$ cat src/rtl/rfcd_pkg.sv
// Shared types and constants for the RS-485 frame command decoder.
`timescale 1ns / 1ps
`default_nettype none
package rfcd_pkg;

  localparam logic [7:0] HDR0        = 8'hFF;
  localparam logic [7:0] HDR1        = 8'h10;
  localparam logic [7:0] HDR2        = 8'h11;
  localparam logic [7:0] CMD_STOP    = 8'hCC;
  localparam logic [7:0] CMD_RISE    = 8'hDD;
  localparam logic [7:0] CMD_DECLINE = 8'hEE;
  localparam logic [7:0] CMD_GROUP   = 8'hAA;
  localparam logic [7:0] ADDR_BCAST  = 8'h00;

  // Count at which the byte four back from the next write is available.
  localparam logic [2:0] CNT_CHECK   = 3'd4;
  localparam logic [2:0] CNT_LAST    = 3'd7;

  localparam logic [1:0] ACT_STOP    = 2'd0;
  localparam logic [1:0] ACT_RISE    = 2'd1;
  localparam logic [1:0] ACT_DECLINE = 2'd2;
  localparam logic [1:0] ACT_SETID   = 2'd3;

  localparam logic REG_OWN_ID   = 1'b0;
  localparam logic REG_UNLOCKED = 1'b1;

  typedef struct packed {
    logic [7:0] addr;
    logic [7:0] cmd;
  } frame_t;

  typedef struct packed {
    logic [1:0] action;
    logic [7:0] addr;
  } result_t;

endpackage
`default_nettype wire

$ cat src/rtl/rfcd_queue.sv
// Two-entry frame queue between the byte front end and the command back end.
`timescale 1ns / 1ps
`default_nettype none
module rfcd_queue (
  input  wire logic            clk_i,
  input  wire logic            rst_ni,
  input  wire logic            push_i,
  input  wire rfcd_pkg::frame_t data_i,
  output logic                 full_o,
  input  wire logic            pop_i,
  output rfcd_pkg::frame_t     data_o,
  output logic                 empty_o
);
  import rfcd_pkg::*;

  frame_t     mem_q [2];
  logic       wptr_q, wptr_d;
  logic       rptr_q, rptr_d;
  logic [1:0] cnt_q, cnt_d;
  logic       do_push, do_pop;

  assign full_o  = (cnt_q == 2'd2);
  assign empty_o = (cnt_q == 2'd0);
  assign do_push = push_i && !full_o;
  assign do_pop  = pop_i && !empty_o;
  assign data_o  = mem_q[rptr_q];

  always_comb begin
    wptr_d = do_push ? ~wptr_q : wptr_q;
    rptr_d = do_pop ? ~rptr_q : rptr_q;
    cnt_d  = cnt_q;
    if (do_push && !do_pop) begin
      cnt_d = cnt_q + 2'd1;
    end else if (do_pop && !do_push) begin
      cnt_d = cnt_q - 2'd1;
    end
  end

  always_ff @(posedge clk_i or negedge rst_ni) begin
    if (!rst_ni) begin
      wptr_q <= 1'b0;
      rptr_q <= 1'b0;
      cnt_q  <= 2'd0;
    end else begin
      wptr_q <= wptr_d;
      rptr_q <= rptr_d;
      cnt_q  <= cnt_d;
    end
  end

  always_ff @(posedge clk_i) begin
    if (do_push) begin
      mem_q[wptr_q] <= data_i;
    end
  end

endmodule
`default_nettype wire

$ cat src/rtl/rfcd_front.sv
// Byte front end: collects received bytes and detects headed frames.
`timescale 1ns / 1ps
`default_nettype none
module rfcd_front (
  input  wire logic        clk_i,
  input  wire logic        rst_ni,
  input  wire logic        push_i,
  input  wire logic [7:0]  rx_byte_i,
  output logic             full_o,
  output logic             frm_push_o,
  output rfcd_pkg::frame_t frm_o,
  input  wire logic        frm_full_i
);
  import rfcd_pkg::*;

  logic [2:0] cnt_q, cnt_d;
  logic [7:0] hist_q [4];
  logic       accept;
  logic       hdr_hit;
  logic       hdr_ok;

  assign full_o  = frm_full_i;
  assign accept  = push_i && !frm_full_i;
  assign hdr_hit = (cnt_q >= CNT_CHECK) && (hist_q[3] == HDR0);
  assign hdr_ok  = (hist_q[2] == HDR1) && (hist_q[1] == HDR2);

  assign frm_push_o = accept && hdr_hit && hdr_ok;
  assign frm_o.addr = hist_q[0];
  assign frm_o.cmd  = rx_byte_i;

  always_comb begin
    cnt_d = cnt_q;
    if (accept) begin
      if (hdr_hit || cnt_q == CNT_LAST) begin
        cnt_d = 3'd0;
      end else begin
        cnt_d = cnt_q + 3'd1;
      end
    end
  end

  always_ff @(posedge clk_i or negedge rst_ni) begin
    if (!rst_ni) begin
      cnt_q <= 3'd0;
    end else begin
      cnt_q <= cnt_d;
    end
  end

  // Shift line of the four previous bytes, newest at tap 0.
  always_ff @(posedge clk_i) begin
    if (accept) begin
      hist_q[0] <= rx_byte_i;
      hist_q[1] <= hist_q[0];
      hist_q[2] <= hist_q[1];
      hist_q[3] <= hist_q[2];
    end
  end

endmodule
`default_nettype wire

$ cat src/rtl/rfcd_back.sv
// Command back end: applies lock and address rules and queues results.
`timescale 1ns / 1ps
`default_nettype none
module rfcd_back (
  input  wire logic             clk_i,
  input  wire logic             rst_ni,
  input  wire logic             cfg_we_i,
  input  wire logic             cfg_idx_i,
  input  wire logic [7:0]       cfg_wdata_i,
  input  wire rfcd_pkg::frame_t frm_i,
  input  wire logic             frm_empty_i,
  output logic                  frm_pop_o,
  output logic                  empty_o,
  input  wire logic             pop_i,
  output rfcd_pkg::result_t     res_o
);
  import rfcd_pkg::*;

  logic [7:0] own_id_q;
  logic       unlocked_q;
  result_t    mem_q [2];
  logic       wptr_q, wptr_d;
  logic       rptr_q, rptr_d;
  logic [1:0] cnt_q, cnt_d;
  logic       res_full;
  logic       act_vld;
  logic [1:0] act;
  logic       do_wr, do_rd;

  always_comb begin
    act_vld = 1'b0;
    act     = ACT_STOP;
    if (unlocked_q) begin
      if (frm_i.addr == ADDR_BCAST) begin
        case (frm_i.cmd)
          CMD_STOP: begin
            act_vld = 1'b1;
            act     = ACT_STOP;
          end
          CMD_RISE: begin
            act_vld = 1'b1;
            act     = ACT_RISE;
          end
          CMD_DECLINE: begin
            act_vld = 1'b1;
            act     = ACT_DECLINE;
          end
          default: begin
            act_vld = 1'b0;
            act     = ACT_STOP;
          end
        endcase
      end else if (frm_i.cmd == CMD_GROUP && frm_i.addr != own_id_q) begin
        act_vld = 1'b1;
        act     = ACT_SETID;
      end
    end
  end

  assign res_full  = (cnt_q == 2'd2);
  assign empty_o   = (cnt_q == 2'd0);
  assign frm_pop_o = !frm_empty_i && !res_full;
  assign do_wr     = frm_pop_o && act_vld;
  assign do_rd     = pop_i && !empty_o;
  assign res_o     = mem_q[rptr_q];

  always_comb begin
    wptr_d = do_wr ? ~wptr_q : wptr_q;
    rptr_d = do_rd ? ~rptr_q : rptr_q;
    cnt_d  = cnt_q;
    if (do_wr && !do_rd) begin
      cnt_d = cnt_q + 2'd1;
    end else if (do_rd && !do_wr) begin
      cnt_d = cnt_q - 2'd1;
    end
  end

  always_ff @(posedge clk_i or negedge rst_ni) begin
    if (!rst_ni) begin
      own_id_q   <= 8'd0;
      unlocked_q <= 1'b1;
      wptr_q     <= 1'b0;
      rptr_q     <= 1'b0;
      cnt_q      <= 2'd0;
    end else begin
      if (cfg_we_i && cfg_idx_i == REG_OWN_ID) begin
        own_id_q <= cfg_wdata_i;
      end
      if (cfg_we_i && cfg_idx_i == REG_UNLOCKED) begin
        unlocked_q <= cfg_wdata_i[0];
      end
      wptr_q <= wptr_d;
      rptr_q <= rptr_d;
      cnt_q  <= cnt_d;
    end
  end

  always_ff @(posedge clk_i) begin
    if (do_wr) begin
      mem_q[wptr_q] <= '{action: act, addr: frm_i.addr};
    end
  end

endmodule
`default_nettype wire

$ cat src/rtl/rs485_frame_command_decoder_top.sv
// Top level of the RS-485 frame command decoder.
// Path: the byte that ends a frame is registered in the frame queue, then its result in the result queue.
// Throughput: one byte per cycle; the front end stalls only when the two-entry
// frame queue is full, which happens only after the two-entry result queue has filled.
// Reset: rst_ni low clears the byte count, both queues, own_id to 0 and unlocked to 1.
`timescale 1ns / 1ps
`default_nettype none
module rs485_frame_command_decoder_top (
  input  wire logic       clk_i,
  input  wire logic       rst_ni,
  input  wire logic       push,
  output logic            full,
  input  wire logic [7:0] rx_byte_i,
  output logic            empty,
  input  wire logic       pop,
  output logic [1:0]      action_o,
  output logic [7:0]      frame_addr_o,
  input  wire logic       cfg_we_i,
  input  wire logic       cfg_idx_i,
  input  wire logic [7:0] cfg_wdata_i
);
  import rfcd_pkg::*;

  frame_t  frm_in;
  frame_t  frm_out;
  logic    frm_push;
  logic    frm_full;
  logic    frm_pop;
  logic    frm_empty;
  result_t res;

  rfcd_front u_front (
    .clk_i      (clk_i),
    .rst_ni     (rst_ni),
    .push_i     (push),
    .rx_byte_i  (rx_byte_i),
    .full_o     (full),
    .frm_push_o (frm_push),
    .frm_o      (frm_in),
    .frm_full_i (frm_full)
  );

  rfcd_queue u_queue (
    .clk_i   (clk_i),
    .rst_ni  (rst_ni),
    .push_i  (frm_push),
    .data_i  (frm_in),
    .full_o  (frm_full),
    .pop_i   (frm_pop),
    .data_o  (frm_out),
    .empty_o (frm_empty)
  );

  rfcd_back u_back (
    .clk_i       (clk_i),
    .rst_ni      (rst_ni),
    .cfg_we_i    (cfg_we_i),
    .cfg_idx_i   (cfg_idx_i),
    .cfg_wdata_i (cfg_wdata_i),
    .frm_i       (frm_out),
    .frm_empty_i (frm_empty),
    .frm_pop_o   (frm_pop),
    .empty_o     (empty),
    .pop_i       (pop),
    .res_o       (res)
  );

  assign action_o     = res.action;
  assign frame_addr_o = res.addr;

endmodule
`default_nettype wire

$ cat config.mk
export PLATFORM = sky130hd
export DESIGN_NAME = rs485_frame_command_decoder_top
export DESIGN_NICKNAME = d
export VERILOG_FILES = /design/src/rtl/rfcd_pkg.sv /design/src/rtl/rfcd_queue.sv /design/src/rtl/rfcd_front.sv /design/src/rtl/rfcd_back.sv /design/src/rtl/rs485_frame_command_decoder_top.sv
export SDC_FILE = /design/constraint.sdc
export NUM_CORES = 1
export LEC_CHECK = 0
export ABC_AREA = 1
export BUFFER_PORTS_ARGS = -buffer_cell sky130_fd_sc_hd__buf_2
export CORE_ASPECT_RATIO = 0.8
export CORE_MARGIN = 2
export CORE_UTILIZATION = 40
export CTS_BUF_LIST = sky130_fd_sc_hd__clkbuf_4 sky130_fd_sc_hd__clkbuf_8
export CTS_CLUSTER_SIZE = 40
export DETAILED_ROUTE_END_ITERATION = 7
export PLACE_DENSITY = 0.54
export SLEW_MARGIN = 5
export SYNTH_ARGS = -nofsm -noshare
export SYNTH_HDL_FRONTEND = slang
export SYNTH_HIERARCHICAL = 1
export SYNTH_SLANG_ARGS = --single-unit
$ cat constraint.sdc
create_clock -name clk_i -period 6.7 [get_ports clk_i]
set_input_delay 2.01 -clock clk_i [delete_from_list [all_inputs] [get_ports clk_i]]
set_output_delay 2.01 -clock clk_i [all_outputs]
set_load 0.1 [all_outputs]
# Word-level counts from Yosys, hierarchy flattened
# Memory sizes are Yosys's and may differ from the RTL's.
# Cells that the tools add are included.
# totals
ram_bits	84
register_bits	20
mem_count	3
output_inout_bits	12
# memory_table
memory	words	width	read_ports	rd_ports_with_merged_regs	wr	line	rtl
u_front.hist_q	4	8	4	0	4	rfcd_front.sv:17	logic [7:0] hist_q [4];
u_queue.mem_q	2	16	1	0	1	rfcd_queue.sv:16	frame_t mem_q [2];
u_back.mem_q	2	10	1	0	1	rfcd_back.sv:21	result_t mem_q [2];
# op_classes
magnitude_cmp	1
muxes	19
n_reduce_logical	32
eq_ne	11
bitwise	5
addsub	5
# op_table
op	count
$eq 8x8->1 const B	5
$logic_and 1x1->1	17
$eq 8x5->1 const B	2
$mux 2	7
$mux 1	10
$logic_not 1->1	8
$logic_not 8->1	1
$ne 8x8->1	1
$not 1->1	5
$add 2x1->2 const B	2
$eq 2x2->1 const B	2
$logic_not 2->1	2
$pmux 2 s2	1
$reduce_bool 2->1	2
$sub 2x1->2 const B	2
$add 3x1->3 const B	1
$eq 3x3->1 const B	1
$ge 3x3->1 const B	1
$mux 3	1
$reduce_or 3->1	1
$logic_or 1x1->1	1

# Longest topological paths before layout
# Gate-level depths: netlist of the first run.
# An unclocked memory read counts as a cell.
# depth
depth_word	11
mapped_depth	19
ltp_nobuf	17

# Cells and area by module
# The synthesis of the first run kept the hierarchy.
# modules_own_cells
module	n_inst	area_per_inst_um2	cells_each	seq_area_each_um2
rfcd_back	1	1551.5	170	927.1
rfcd_queue	1	1402.6	115	1061.0
rfcd_front	1	1331.3	92	1036.0

# Worst setup path after synthesis of the first run
# Ideal clock, no wire load.
# synth_timing
path_type	register -> output
from	reg u_back.cnt_q[1]
to	out empty
t_arrival_ns	1.679
stages_incl_launch_ff	2
slack_ns	3.011
cell_sequence	dfrtp_1 -> nor2_1
# synth_between
elab_chain_len	1
# synth_rtl
item	line	rtl
start, declared	rfcd_back.sv:24	logic [1:0] cnt_q, cnt_d;
start signal, assigned	rfcd_back.sv:94	cnt_q <= cnt_d;
$logic_not 2->1	rfcd_back.sv:61	assign empty_o = (cnt_q == 2'd0);
end, declared	rs485_frame_command_decoder_top.sv:14	output logic empty,
# Every way passes these cells.

# Final worst setup path of the first run
# layout_timing
from	reg u_back.rptr_q
to	out frame_addr_o[4]
# layout_between
elab_chain_len	1
# layout_rtl
item	line	rtl
start, declared	rfcd_back.sv:23	logic rptr_q, rptr_d;
start signal, assigned	rfcd_back.sv:93	rptr_q <= rptr_d;
$mem_v2 2x10	n/a	
end, declared	rs485_frame_command_decoder_top.sv:17	output logic [7:0] frame_addr_o,
# Every way passes these cells.

==> results of run 1 <==
[sequential cells by signal, summed over array words and instances (netlist names)]
register           count
u_back/unlocked_q      1
u_back/rptr_q          1
u_back/wptr_q          1
u_front/hist_q        32
u_back/cnt_q           2
u_front/cnt_q          3
u_queue/wptr_q         1
u_queue/cnt_q          2
u_back/mem_q          20
u_back/own_id_q        8
u_queue/rptr_q         1
u_queue/mem_q         32
[worst max-delay path: cells and delay by family, from the launching register on]
| family | cells | cell delay, ns |
|---|---|---|
| buffers and inverters | 2 | 0.76 |
| DFF | 1 | 0.52 |
| and+or+nand+nor | 2 | 0.18 |
[metal layers]
metal	GRT usage (%)	share of wire, %	vias up
li1	-	-	1269
met1	19.0	49	1167
met2	21.6	45	39
met3	4.23	4.7	8
met4	4.41	1.4	0
met5	0	0	-
[cell families after synthesis]
family	after synthesis	share of synthesized area (%)
mux	3	0.788
buf+inv	53	5.72
xor+xnor	7	1.43
flops	104	70.6
compound gates	13	1.64
fa+ha+maj	5	1.46
simple gates	192	18.4
[final cells by class]
| type | instances | area share, % |
|---|---|---|
| sequential | 104 | 63.8 |
| multi-input combinational | 220 | 21.4 |
| tap | 140 | 3.69 |
| timing repair buffer | 34 | 3.64 |
| inverter | 38 | 3.06 |
| clock buffer | 9 | 2.61 |
| clock inverter | 7 | 1.79 |
[cells in the final DEF (no fill, tap or decap), types with 5 or more instances in the layout]
master    instances
nor2_2            5
ha_1              5
xnor2_1           6
clkbuf_8          9
nand3_1          10
nor2_1           31
inv_1            34
edfxtp_1         84
buf_2            33
nand2_1         136
dfrtp_1          19
a21oi_1           6
[power by group]
group	switching (µW)	total, µW	internal (µW)
Clock	206	413	207
Combinational	286	352	65.9
Sequential	35.4	769	733
Total	527	1530	1010
[final timing paths]
path | to | slack [ns] | cells after the start | from
max | frame_addr_o[4] | 2.86 | 4 | u_back/rptr_q$_DFFE_PN0P_
min | u_front/hist_q[2][5]$_DFFE_PN_ | 0.45 | 0 | u_front/hist_q[1][5]$_DFFE_PN_
max reg2reg | u_back/mem_q[1][8]$_DFFE_PP_ | 3.72 | 10 | u_queue/rptr_q$_DFFE_PN0P_
min reg2reg | u_front/hist_q[2][5]$_DFFE_PN_ | 0.45 | 0 | u_front/hist_q[1][5]$_DFFE_PN_
max in group asynchronous | u_back/unlocked_q$_DFFE_PN1P_ | 4.74 | 1 | rst_ni
min in group asynchronous | u_back/cnt_q[1]$_DFFE_PN0P_ | 1.60 | 1 | rst_ni
[through the flow]
stage	total power (µW)	cell area, µm²	worst slack (ns)
finish	1530	4740	2.86
global route	1610	4740	2.68
CTS	1550	4740	2.82
detailed placement	1140	4530	2.97
global placement	1140	4530	3.04
floorplan	1080	4290	3.01
==> results.sh, run 1 <==
export IMPL_h_tree_depth=3
export IMPL_die_height_um=96.6
export IMPL_synth_edff_count=84
export IMPL_route_detailed_drc=0
export IMPL_crit_path_max_incr_delay_ns=0.52
export IMPL_cts_resized=0
export IMPL_cp_required_ns=4.69
export IMPL_nFillCells=977
export IMPL_syn_num_nets=404
export IMPL_drv_cap=0
export IMPL_cts_tree="done"
export IMPL_grt_first_pass_wirelength_mm=11.9
export IMPL_tns_ns=0
export IMPL_crit_arrival_ns=1.83
export IMPL_synth_top_area_share_pct=58.9
export IMPL_numCtsBuffers=9
export IMPL_syn_to_final_growth_pct=10.7
export IMPL_clock_sinks=104
export IMPL_dieArea_mm2=0.0116
export IMPL_utilization_pct=45.9
export IMPL_drt_iter0_drc=131
export IMPL_grt_pass1_vias=2316
export IMPL_gp_congestion=0.724
export IMPL_post_cts_buffers=0
export IMPL_vias_per_cell=4.50
export IMPL_cp_start_kind="register"
export IMPL_fmax_mhz=260
export IMPL_synth_seq_cells=104
export IMPL_synth_flop_cell="edfxtp_1"
export IMPL_maxSlewViolCount=0
export IMPL_ctsHoldBuffers=0
export IMPL_synth_distinct_cells=28
export IMPL_track_usage_pct=13.9
export IMPL_synthTopCellsByCount="nand2_1, edfxtp_1, inv_1"
export IMPL_fin_crit_ns=3.84
export IMPL_yosysTopAreaCell="edfxtp_1"
export IMPL_core_mm2=0.0103
export IMPL_num_antenna_cells=0
export IMPL_synthesis_area_mm2=0.00429
export IMPL_start_util_pct=41.5
export IMPL_root_buffer="clkbuf_8"
export IMPL_stdcell_count=552
export IMPL_p_per_area_mw_per_mm2=324
export IMPL_clockBufferDepth=2
export IMPL_port_buffers=33
export IMPL_rsz0062_at_grt="false"
export IMPL_setup_viol=0
export IMPL_multi_input_area_mm2=0.00102
export IMPL_syn_inst=377
export IMPL_avgRoutedWirePerCell_um=13.2
export IMPL_syn_area_per_cell_um2=11.4
export IMPL_async_reset_ff_share_pct=19.2
export IMPL_row_count=33
export IMPL_fin_crit_sh_pct=57.3
export IMPL_hold_viol=0
export IMPL_status="finished, final reports clean"
export IMPL_worst_slew_pin_slew_ns=1.18
export IMPL_grt_start_max_net_pins=33
export IMPL_ant_nets=0
export IMPL_dr_pass1_iters=4
export IMPL_placed_cells=536
export IMPL_worst_setup_path_type="reg -> out"
export IMPL_seqCellArea_mm2=0.00302
export IMPL_slew_headroom_pct=21.4
export IMPL_ir_drop_v=0.000154
export IMPL_wl_mm=7.27
export IMPL_yosysWarnings=6
export IMPL_die_w_um=120
export IMPL_antenna_found_initial=0
export IMPL_clock_latency_ns=0.37
export IMPL_drive_gt1_share_pct=16.0
export IMPL_cts_clk_slew_worst_paths_ns=0.09
export IMPL_yosysSeqAreaShare_pct=70.6
export IMPL_critPathSlowestCell="dfrtp_1"
export IMPL_hpwl_mm=5.05
export IMPL_io_pin_count=34
export IMPL_num_vias=2483
export IMPL_num_nets_final=434
export IMPL_endpoint_kind="output pin"
export IMPL_cp_common_cell="nand2_1"
export IMPL_fin_skew_ns=0.00761
export IMPL_yosysMostFrequentCell="nand2_1"
export IMPL_grt_overflow_total=0
export IMPL_cp_max_fo=11
export IMPL_fin_hold_ws_ns=0.448
export IMPL_hp_class="reg -> reg"
export IMPL_crit_chain="inv_1 -> nand2_1 -> nand2_1 -> buf_2"
export IMPL_power_leakage_uw=0.00199
export IMPL_netlist_top_cells_area="edfxtp_1, nand2_1, dfrtp_1"
(Power assumes the default switching activity.)
==> inputs of run 2 (changes only) <==
PLACE_DENSITY = 0.56   (was 0.54)
clock period = 3.5 ns   (was 6.7 ns; I/O delays follow)
==> results.sh, run 2 (synthesis results as in run 1) <==
export IMPL_swShare_pct=34.5
export IMPL_io_pin_count=34
export IMPL_final_cell_area_mm2=0.00477
export IMPL_avgRoutedWirePerCell_um=12.9
export IMPL_cp_max_fo=11
export IMPL_gp_congestion=0.758
export IMPL_ctsHoldBuffers=0
export IMPL_power_frac_seq_pct=49.9
export IMPL_grt_first_pass_wirelength_mm=12.0
export IMPL_clockBufferDepth=2
export IMPL_antenna_found_initial=0
export IMPL_utilization_pct=46.2
export IMPL_clock_sinks=104
export IMPL_hold_depth=0
export IMPL_row_count=33
export IMPL_wl_mm=7.15
export IMPL_clkPwrFrac_pct=27.2
export IMPL_endpoint_kind="output pin"
export IMPL_p_switching_uw=1020
export IMPL_p_int_uw=1930
export IMPL_slew_headroom_pct=51.3
export IMPL_reg_top3="u_front/hist_q x32, u_queue/mem_q x32, u_back/mem_q x20"
export IMPL_ant_nets=0
export IMPL_maxSlewViolCount=0
export IMPL_ir_drop_v=0.000268
export IMPL_cts_tree="done"
export IMPL_h_tree_depth=3
export IMPL_reg2reg_depth=15
export IMPL_route_detailed_drc=0
export IMPL_drt_iter0_drc=162
export IMPL_p_comb_share_pct=22.9
export IMPL_dpl_cell_area_mm2=0.00456
export IMPL_port_buffers=33
export IMPL_clock_latency_ns=0.36
export IMPL_fmax_mhz=346
export IMPL_start_util_pct=41.5
export IMPL_fin_crit_sh_pct=82.6
export IMPL_fin_hold_ws_ns=0.446
export IMPL_num_vias=2460
export IMPL_layout_common_cells="nand2_1, edfxtp_1, inv_1, buf_2, nor2_1"
export IMPL_drive_gt1_share_pct=17.1
export IMPL_track_usage_pct=13.7
export IMPL_status="finished, final reports clean"
export IMPL_dr_pass1_iters=4
export IMPL_nFillCells=973
export IMPL_hold_viol=0
export IMPL_cp_required_ns=2.45
export IMPL_drv_cap=0
export IMPL_die_w_um=120
export IMPL_post_cts_buffers=0
export IMPL_grt_pass1_vias=2431
export IMPL_fin_crit_ns=2.89
export IMPL_seqCellArea_mm2=0.00302
export IMPL_die_height_um=96.6
export IMPL_crit_arrival_ns=1.84
export IMPL_grt_overflow_total=0
export IMPL_core_mm2=0.0103
export IMPL_dieArea_mm2=0.0116
export IMPL_hp_class="reg -> reg"
export IMPL_grt_start_max_net_pins=33
export IMPL_num_antenna_cells=0
export IMPL_worst_setup_path_type="reg -> out"
export IMPL_syn_to_final_growth_pct=11.4
export IMPL_tns_ns=0
export IMPL_power_leakage_uw=0.00201
export IMPL_worst_slew_pin_slew_ns=0.729
export IMPL_fin_skew_ns=0.0109
export IMPL_setup_viol=0
export IMPL_multi_input_area_mm2=0.00102
export IMPL_hpwl_mm=5.02
export IMPL_num_nets_final=437
export IMPL_cts_resized=0
export IMPL_vias_per_cell=4.43
export IMPL_root_buffer="clkbuf_8"
export IMPL_rsz0062_at_grt="false"
export IMPL_cts_clk_slew_worst_paths_ns=0.10
export IMPL_cp_start_kind="register"
export IMPL_numCtsBuffers=9
export IMPL_mostFrequentLayoutCell="nand2_1"
export IMPL_p_per_area_mw_per_mm2=619
==> run 2: cell types whose count changed in the layout (fill, tap and decap cells not counted), sizes merged <==
cell / previous run / this run
clkinvlp: 0 / 1
inv: 39 / 40
clkinv: 4 / 2
buf: 34 / 37
==> run 2: path summary, 6_finish.rpt <==
check                                               startpoint                             end  slack (ns)
worst min register to register  u_front/hist_q[1][4]$_DFFE_PN_  u_front/hist_q[2][4]$_DFFE_PN_        0.45
max in group asynchronous                               rst_ni   u_back/unlocked_q$_DFFE_PN1P_        2.49
worst min-delay path            u_front/hist_q[1][4]$_DFFE_PN_  u_front/hist_q[2][4]$_DFFE_PN_        0.45
min in group asynchronous                               rst_ni      u_queue/wptr_q$_DFFE_PN0P_        0.64
worst max register to register      u_queue/rptr_q$_DFFE_PN0P_     u_back/cnt_q[1]$_DFFE_PN0P_        1.03
worst max-delay path                 u_back/rptr_q$_DFFE_PN0P_                 frame_addr_o[6]        0.61
==> run 2: metal layers <==
metal | track usage [%] | part of all wire (%)
met5 | 0 | 0
met4 | 4.71 | 1.4
met1 | 18.5 | 50
met2 | 21.9 | 45
met3 | 3.70 | 3.8
==> run 2: power groups by stage <==
| stage | clock [µW] | sequential (µW) | combinational (µW) |
|---|---|---|---|
| final | 804 | 1470 | 676 |
| after global routing | 872 | 1490 | 731 |
| after CTS | 827 | 1480 | 685 |
| after detailed placement | 0 | 1500 | 684 |
| after global placement | 0 | 1500 | 674 |
| after floorplan | 0 | 1470 | 599 |
==> run 2: metrics by stage <==
stage | power [µW] | std cells | setup slack [ns]
floorplan | 2070 | 377 | 0.771
global placement | 2170 | 539 | 0.790
detailed placement | 2190 | 539 | 0.705
CTS | 2990 | 555 | 0.539
global route | 3090 | 555 | 0.424
finish | 2950 | 555 | 0.608
==> run 2: cell type report <==
type	count	share of cell area, %
Tap cell	140	3.67
Multi-Input combinational cell	220	21.3
Timing Repair Buffer	37	4.09
Inverter	38	3.04
Sequential cell	104	63.4
Clock buffer	9	2.60
Clock inverter	7	1.97
==> run 2: critical path, cell delays in order, from the launching register on <==
cell and delay (ns):
dfrtp_1 0.52, inv_1 0.36, nand2_1 0.10, nand2_1 0.08, buf_2 0.42
